==> config.mk <==
export PLATFORM = sky130hd
export DESIGN_NAME = one_shot_timer_bank_core
export DESIGN_NICKNAME = d
export VERILOG_FILES = /design/src/rtl/ostb_pkg.sv /design/src/rtl/one_shot_timer_bank_core.sv
export SDC_FILE = /design/constraint.sdc
export NUM_CORES = 1
export LEC_CHECK = 0
export BUFFER_PORTS_ARGS = -buffer_cell sky130_fd_sc_hd__buf_2
export CORE_MARGIN = 2
export CORE_UTILIZATION = 55
export DETAILED_ROUTE_END_ITERATION = 16
export PLACE_DENSITY = 0.71
export SLEW_MARGIN = 15
export SYNTH_ARGS = -nofsm -noshare
export SYNTH_HDL_FRONTEND = slang
export SYNTH_SLANG_ARGS = --single-unit
export TNS_END_PERCENT = 50
==> constraint.sdc <==
create_clock -name clock -period 7.5 [get_ports clock]
set_clock_uncertainty 0.05 [all_clocks]
set_input_delay 1.5 -clock clock [delete_from_list [all_inputs] [get_ports clock]]
set_output_delay 1.5 -clock clock [all_outputs]
set_load 0.1 [all_outputs]
==> src/rtl/ostb_pkg.sv <==
`timescale 1ns / 1ps
`default_nettype none

package ostb_pkg;

   localparam int SLOTS      = 8;
   localparam int SLOT_IDX_W = (SLOTS > 1) ? $clog2(SLOTS) : 1;
   localparam int TICK_W     = 32;

   localparam logic [2:0] MODE_TICK   = 3'd0;
   localparam logic [2:0] MODE_SET    = 3'd1;
   localparam logic [2:0] MODE_QUERY  = 3'd2;
   localparam logic [2:0] MODE_CLEAR  = 3'd3;
   localparam logic [2:0] MODE_INLINE = 3'd4;

   localparam logic [1:0] UNIT_ONE     = 2'd0;
   localparam logic [1:0] UNIT_TEN     = 2'd1;
   localparam logic [1:0] UNIT_HUNDRED = 2'd2;

   typedef logic [TICK_W-1:0] tick_type;

endpackage

`default_nettype wire

==> src/rtl/one_shot_timer_bank_core.sv <==
`timescale 1ns / 1ps
`default_nettype none

// Bank of one-shot deadline timers on a 32-bit tick count that advances on
// tick requests. Each request is a tick, set, query, clear or inline
// set-then-query on one slot and returns exactly one response carrying the
// expired flag (zero for tick, set, clear and the unused modes). Two register
// stages: the request register holds the operation with its duration already
// scaled by 1, 10 or 100, and the response register captures the flag while
// the slot state and tick count are updated in the same cycle. One transaction
// is taken per cycle while the response side is not stalled; response valid
// rises as the request register hands over to the response register, and a
// stalled response holds the request stage until it is taken.
// Expiry is a plain unsigned compare of deadline against the tick count.
module one_shot_timer_bank_core (
   input  wire logic                    clock,
   input  wire logic                    reset,
   input  wire logic                    req_valid,
   output logic                         req_ready,
   input  wire logic [2:0]              req_mode,
   input  wire logic [2:0]              req_slot,
   input  wire logic [31:0]             req_duration,
   input  wire logic [1:0]              req_unit,
   output logic                         rsp_valid,
   input  wire logic                    rsp_ready,
   output logic                         rsp_expired
);
   import ostb_pkg::*;

   // request stage
   logic                  s1_vld_ff, s1_vld_in;
   logic [2:0]            s1_mode_ff;
   logic [2:0]            s1_slot_ff;
   tick_type              s1_dur_ff, s1_dur_in;

   // response stage
   logic                  rsp_vld_ff, rsp_vld_in;
   logic                  rsp_exp_ff, rsp_exp_in;

   // timer state
   tick_type              now_ff, now_in;
   logic [SLOTS-1:0]      armed_ff, armed_in;
   tick_type              deadline_ff [SLOTS];

   logic                  req_fire;
   logic                  s2_adv;
   logic                  slot_ok;
   logic [SLOT_IDX_W-1:0] idx;
   logic                  cur_armed;
   tick_type              new_deadline;
   tick_type              eff_deadline;
   logic                  eff_armed;
   logic                  dl_we;

   assign s2_adv    = s1_vld_ff && (!rsp_vld_ff || rsp_ready);
   assign req_ready = !s1_vld_ff || s2_adv;
   assign req_fire  = req_valid && req_ready;
   assign rsp_valid   = rsp_vld_ff;
   assign rsp_expired = rsp_exp_ff;

   // scale the duration at the input: x10 = 8+2, x100 = 64+32+4
   always_comb begin
      case (req_unit)
         UNIT_TEN:     s1_dur_in = (req_duration << 3) + (req_duration << 1);
         UNIT_HUNDRED: s1_dur_in = (req_duration << 6) + (req_duration << 5)
                                   + (req_duration << 2);
         default:      s1_dur_in = req_duration;
      endcase
   end

   assign s1_vld_in = req_fire ? 1'b1 : (s2_adv ? 1'b0 : s1_vld_ff);

   assign slot_ok      = ({29'd0, s1_slot_ff} < 32'(SLOTS));
   assign idx          = SLOT_IDX_W'(s1_slot_ff);
   assign cur_armed    = slot_ok && armed_ff[idx];
   assign new_deadline = now_ff + s1_dur_ff;

   always_comb begin
      now_in       = now_ff;
      armed_in     = armed_ff;
      rsp_exp_in   = 1'b0;
      dl_we        = 1'b0;
      eff_deadline = deadline_ff[idx];
      eff_armed    = cur_armed;
      unique case (s1_mode_ff)
         MODE_TICK: begin
            now_in = now_ff + 1'b1;
         end
         MODE_SET: begin
            if (slot_ok && !cur_armed) begin
               dl_we         = 1'b1;
               armed_in[idx] = 1'b1;
            end
         end
         MODE_QUERY: begin
            rsp_exp_in = cur_armed && (eff_deadline <= now_ff);
         end
         MODE_CLEAR: begin
            if (slot_ok) begin
               armed_in[idx] = 1'b0;
            end
         end
         MODE_INLINE: begin
            if (slot_ok && !cur_armed) begin
               dl_we         = 1'b1;
               armed_in[idx] = 1'b1;
               eff_deadline  = new_deadline;
               eff_armed     = 1'b1;
            end
            rsp_exp_in = eff_armed && (eff_deadline <= now_ff);
         end
         default: begin
         end
      endcase
   end

   assign rsp_vld_in = s2_adv ? 1'b1 : (rsp_ready ? 1'b0 : rsp_vld_ff);

   always_ff @(posedge clock) begin
      if (reset) begin
         s1_vld_ff  <= 1'b0;
         rsp_vld_ff <= 1'b0;
         now_ff     <= '0;
         armed_ff   <= '0;
      end else begin
         s1_vld_ff  <= s1_vld_in;
         rsp_vld_ff <= rsp_vld_in;
         if (s2_adv) begin
            now_ff   <= now_in;
            armed_ff <= armed_in;
         end
      end
   end

   always_ff @(posedge clock) begin
      if (req_fire) begin
         s1_mode_ff <= req_mode;
         s1_slot_ff <= req_slot;
         s1_dur_ff  <= s1_dur_in;
      end
      if (s2_adv) begin
         rsp_exp_ff <= rsp_exp_in;
      end
      // deadline is only read while armed, so it needs no reset
      if (s2_adv && dl_we) begin
         deadline_ff[idx] <= new_deadline;
      end
   end

   a_tick_advances: assert property (@(posedge clock) disable iff (reset)
      s2_adv && (s1_mode_ff == MODE_TICK) |=> now_ff == $past(now_ff) + 1'b1)
      else $error("tick count did not advance on a tick transaction");

   a_clear_disarms: assert property (@(posedge clock) disable iff (reset)
      s2_adv && (s1_mode_ff == MODE_CLEAR) && slot_ok |=> !armed_ff[$past(idx)])
      else $error("slot still armed after clear");

   a_hold_when_busy: assert property (@(posedge clock) disable iff (reset)
      !req_ready |-> s1_vld_ff && rsp_vld_ff && !rsp_ready)
      else $error("request side stalled without a full pipeline");

   a_state_frozen: assert property (@(posedge clock) disable iff (reset)
      !s2_adv |=> $stable(now_ff) && $stable(armed_ff))
      else $error("timer state changed without a transaction");

endmodule

`default_nettype wire

=== Word-level counts from Yosys, hierarchy flattened ===
Memory sizes are Yosys's and may differ from the RTL's. A register that Yosys moved wholly into a read port is not among the register bits.
Cells that the tools add are included.

* Bits of input ports: 44
* Output and inout bits: 3
* RAM bits: 256
* Logic and storage cells: 65
* Flip-flop bits (word level): 81
* Memories kept: 1

{| class="wikitable"
|+ Memories
! memory !! words !! bits a word !! rd ports !! clocked after memory_dff !! wr ports !! RTL line !! text
|-
| deadline_ff || 8 || 32 || 1 || 1 || 1 || one_shot_timer_bank_core.sv:43 || <nowiki>tick_type deadline_ff [SLOTS];</nowiki>
|}

* Mux-type cells: 20
* Add/subtract/negate cells: 5
* Equality and inequality tests: 7
* Magnitude comparators: 4
* Bitwise operators: 3
* Reduce and logical (&&, ||, !) cells: 17

{| class="wikitable"
|+ Operator list
! cell !! count
|-
| $add 32x32->32 || 4
|-
| $le 32x32->1 || 2
|-
| $mux 32 || 2
|-
| $pmux 32 s2 || 1
|-
| $add 32x1->32 const B || 1
|-
| $pmux 8 s2 || 1
|-
| $mux 1 || 11
|-
| $and 8x8->8 || 1
|-
| $mux 8 || 1
|-
| $not 8->8 || 1
|-
| $or 8x8->8 || 1
|-
| $eq 3x2->1 const B || 2
|-
| $logic_and 1x1->1 || 6
|-
| $reduce_bool 2->1 || 3
|-
| $lt 3x4->1 const B || 1
|-
| $bmux 1 s3 || 1
|-
| $demux 1 s3 || 1
|-
| $eq 3x1->1 const B || 1
|-
| $eq 3x3->1 const B || 1
|-
| $ge 3x1->1 const B || 1
|-
| $logic_not 3->1 || 1
|-
| $mux 3 || 1
|-
| $reduce_and 3->1 || 1
|-
| $eq 2x1->1 const B || 1
|-
| other kinds (7) || 9
|}

=== Longest topological paths before layout ===
* Depth in word-level cells: 7
* Depth in mapped cells: 18
* Depth with buffers taken out: 18

=== Worst setup path after synthesis ===
Ideal clock, no wire load.

* Path kind: input-to-reg
* Start: input port rsp_ready
* End: memory deadline_ff[1][0] in the netlist's numbering, enable pin
* Setup slack: 1.219 ns
* Arrival time: 5.718 ns
* Setup time: 0.513 ns
* Stages on the path: 5
* Buffers on the path: 1
* Path through: nand2b_1 > nand2_1 > or4_1 > buf_2 > nor4b_1

* Cells in the longest elaborated chain, start to end: 5

{| class="wikitable"
|+ RTL lines
! element !! RTL line !! text
|-
| start, declared || one_shot_timer_bank_core.sv:25 || <nowiki>input wire logic rsp_ready,</nowiki>
|-
| $logic_or 1x1->1 || one_shot_timer_bank_core.sv:55 || <nowiki>assign s2_adv = s1_vld_ff && (!rsp_vld_ff || rsp_ready);</nowiki>
|-
| $logic_and 1x1->1 || one_shot_timer_bank_core.sv:55 ||
|-
| $logic_and 1x1->1 || one_shot_timer_bank_core.sv:145 || <nowiki>if (s2_adv && dl_we) begin</nowiki>
|-
| $mux 1 || one_shot_timer_bank_core.sv:145 ||
|-
| $mux 1 (not written as such) || one_shot_timer_bank_core.sv:146 || <nowiki>deadline_ff[idx] <= new_deadline;</nowiki>
|-
| end, declared || one_shot_timer_bank_core.sv:43 ||
|}

Every way passes these cells.

=== Worst setup path in the final report ===
* Start: register now_ff[0]
* End: register rsp_exp_ff (netlist: rsp_expired) (data pin)

* Cells in the longest elaborated chain, start to end: 6

{| class="wikitable"
|+ RTL lines
! element !! RTL line !! text
|-
| start, declared || one_shot_timer_bank_core.sv:41 || <nowiki>tick_type now_ff, now_in;</nowiki>
|-
| start signal, assigned || one_shot_timer_bank_core.sv:129 || <nowiki>now_ff <= now_in;</nowiki>
|-
| $add 32x32->32 || one_shot_timer_bank_core.sv:76 || <nowiki>assign new_deadline = now_ff + s1_dur_ff;</nowiki>
|-
| named net new_deadline[28] || one_shot_timer_bank_core.sv:50 || <nowiki>tick_type new_deadline;</nowiki>
|-
| $mux 32 || one_shot_timer_bank_core.sv:104 || <nowiki>if (slot_ok && !cur_armed) begin</nowiki>
|-
| $mux 32 || one_shot_timer_bank_core.sv:85 || <nowiki>unique case (s1_mode_ff)</nowiki>
|-
| $le 32x32->1 || one_shot_timer_bank_core.sv:110 || <nowiki>rsp_exp_in = eff_armed && (eff_deadline <= now_ff);</nowiki>
|-
| $logic_and 1x1->1 || one_shot_timer_bank_core.sv:110 ||
|-
| $pmux 1 s2 || one_shot_timer_bank_core.sv:85 ||
|-
| named net rsp_exp_in || one_shot_timer_bank_core.sv:38 || <nowiki>logic rsp_exp_ff, rsp_exp_in;</nowiki>
|-
| end signal, assigned || one_shot_timer_bank_core.sv:142 || <nowiki>rsp_exp_ff <= rsp_exp_in;</nowiki>
|-
| end, declared || one_shot_timer_bank_core.sv:38 ||
|}

The timed path passes the listed nets, and every way through them passes these cells. The select of a mux whose other input is x is not followed.
A chain may end at the register's enable or synchronous reset.

==> run summary <==
Overflow after GRT -> 0
Slew at the pin closest to its max-slew limit -> 0.963 ns
Class of the tightest hold or removal check -> flip-flop to flip-flop
Number of sinks on the clock net -> 340
Floorplan die width -> 196 um
Switching power as a share of total power -> 26.9%
Net count after synthesis -> 1838
Die height -> 196 um
All-Layer GR Usage -> 23.6%
Most frequent cells in the layout -> 295 x edfxtp_1, 152 x ha_1, 117 x a21oi_1
Mean routed wirelength per cell -> 20.8 um
Post-route DRC violation count -> 0
Share of synthesized registers carrying an async set or reset -> 0%
Crit path DAT -> 5.17 ns
Share of total power in combinational logic -> 19.8%
Max-cap violations -> 0
Category of the worst setup path capture point -> flip-flop
Overall die area -> 38400 um^2
Post-route insts no fill -> 2150
Ranking of synthesized cells by area -> edfxtp_1 44%, ha_1 9.4%, mux4_2 7.1%, dfxtp_1 4.4%, mux2_2 3.5%
Pwr dens -> 215 nW/um^2
Setup CP Type -> flip-flop to flip-flop
Number of global-route vias before repair -> 13200
Deepest clock path buffer count -> 3
Final-report setup violation count -> 0
Status -> completed
Lkg Pwr -> 8.12 nW
Peak supply drop -> 0.144 mV
GPL Wtd Cong -> 0.908
Int Power -> 3.49 mW
CTS Root Buffer Type -> clkbuf_16
Total iterations of the first detailed-routing run -> 6
Initial core utilization -> 55.6%
H-tree level count -> 2
Synthesized area divided by synthesized cell count -> 12.6 um^2
DRT iter0 DRCs -> 1065
Final worst path period share -> 66.1%
Post-synth EDFFs -> 295
Top FF cell, synth -> edfxtp_1
Post-cts gate resize count -> 0
Final-layout worst hold slack -> 0.466 ns
Final max-slew violation count -> 0
Post-placement cell count -> 2093
Count of buffers from port buffering -> 46
Antenna-violating nets left -> 0
Type of element launching the critical path -> flip-flop
Ports placed on the boundary -> 47
Global-route wire length before repair -> 71400 um
Core Area -> 36400 um^2
Data required, critical path -> 7.71 ns
Number of placement rows -> 70
Largest net degree at the start of global routing -> 60
Unrepaired setup endpoints after global routing -> false
Post-layout minimum cycle time -> 4.96 ns
Number of buffers inserted during clock tree synthesis -> 34
Routed wire length -> 44800 um
Cell type with the highest aggregate area in the netlist -> edfxtp_1
Top cell type's share of synthesized area -> 43.7%
Layout area overhead -> 9.34%
Number of antenna violations at the first check in global routing -> 0
Number of storage elements in the synthesis netlist -> 340
Count of yosys warnings during synthesis -> 0
Sequential Power Share -> 45.1%
Highest achievable clock rate -> 202 MHz
Count of buffers added by post-CTS timing repair for setup -> 0
Hold Violations, Final -> 0
NumNets Final -> 1885
Clock transition at the registers of the reported paths -> 0.06 ns
Share of synthesized area occupied by flip-flops and latches -> 48.1%
Mapped Area -> 20300 um^2
CTS Hold Buffers Added -> 0
Synth unique cells -> 85
Drt via density -> 6.25
Gate count after technology mapping -> 1614
Setup TNS -> 0 ns
Share of cells above drive strength 1 -> 16.6%
Highest fanout seen on the critical path -> 9
Skew-Pair Late Insertion Delay -> 0.53 ns
DP Wirelength -> 31600 um
Switching power total -> 1.28 mW
TritonCTS clock tree -> yes
Number of antenna repair diodes -> 0
Commonest non-fill, non-tap cell in the layout -> edfxtp_1
Part of the total power dissipated in the clock network -> 35.1%
Vias after detailed routing -> 13400
Worst max-slew margin expressed relative to the limit -> 35.2%
[stage by stage]
| stage | instance area, um^2 | setup WS, ns | util, % | total power [mW] |
|---|---|---|---|---|
| after floorplan | 20300 | 1.22 | - | 2.88 |
| after global routing | 22200 | 2.17 | 60.8 | 4.98 |
| after detailed placement | 21100 | 2.50 | 57.8 | 3.12 |
| after global placement | 21100 | 2.55 | 57.8 | 3.10 |
| after CTS | 22200 | 2.57 | 60.8 | 4.80 |
| final | 22200 | 2.54 | 60.8 | 4.77 |
[per-layer routing]
metal	vias up	wire (um)	share of wire [%]	GRT usage, %
li1	6379	-	-	-
met1	6646	20600	46	34.2
met2	350	20900	47	38.2
met3	69	2190	4.9	2.48
met4	0	1100	2.5	6.93
met5	-	0	0	0
[synth_stat cells (all sizes together) (5+ instances only)]
cell / count
a2111oi: 8
a211o: 5
a211oi: 25
a21o: 64
a21oi: 121
a221oi: 9
a22oi: 16
a31oi: 12
and2: 8
and3: 17
buf: 21
clkbuf: 32
dfxtp: 45
edfxtp: 295
fa: 28
ha: 152
inv: 59
mux2: 63
mux2i: 6
mux4: 64
nand2: 76
nand2b: 10
nand3: 26
nand4: 30
nor2: 90
nor2b: 17
nor3: 20
nor3b: 6
nor4: 9
o211ai: 14
o21a: 15
o21ai: 71
o21bai: 9
o221ai: 6
o31ai: 7
xnor2: 75
xor2: 26
[final timing paths]
path	startpoint	endpoint	slack, ns	cells after the start
setup / recovery	now_ff[0]	rsp_expired	2.54	16
hold / removal	flip-flop	flip-flop	0.47	2
setup reg to reg	now_ff[0]	rsp_expired	2.54	16
hold reg to reg	flip-flop	flip-flop	0.47	2
[cells by family after synthesis]
kind of cell	Yosys count	synth area share [%]
AO/OA/AOI/OAI	413	13.7
XOR/XNOR	101	4.36
adder cells (fa/ha/maj)	180	12.1
buffers and inverters	112	2.20
flip-flops	340	48.1
multiplexers	133	10.9
AND/OR/NAND/NOR	335	8.53
[power by group through the flow]
stage / logic, mW / registers (mW) / clock network, mW
final: 0.946 / 2.15 / 1.68
after global routing: 1.05 / 2.15 / 1.78
after CTS: 0.938 / 2.15 / 1.71
after detailed placement: 0.934 / 2.19 / 0
after global placement: 0.913 / 2.19 / 0
after floorplan: 0.708 / 2.18 / 0
[state kept, by name, summed over array words and instances, names as in the netlist, named ones only]
signal / cells
s1_dur_ff: 32
rsp_expired: 1
idx: 3
s1_vld_ff: 1
now_ff: 32
s1_mode_ff: 3
deadline_ff: 256
rsp_valid: 1
[critical path, stage by stage, from the launching register on]
cell      delay, ns
dfxtp_1        0.39
ha_1           0.26
fa_1           0.43
a211oi_1       0.32
o21ai_1        0.19
a21oi_1        0.34
a21oi_1        0.16
a31oi_1        0.34
o31ai_1        0.12
xor2_1         0.52
mux2_2         0.28
ha_1           0.12
nand4_1        0.16
nor4_1         0.38
o21ai_0        0.14
a32oi_1        0.34
o22ai_1        0.13
[final cells by class]
class	count	area, um^2
clock buffer	39	891
multi-input combinational	1162	10100
fill	2824	14300
inverter	59	221
sequential	340	9770
timing repair buffer	64	365
tap	468	586
clock inverter	18	206
(Power assumes the default switching activity.)
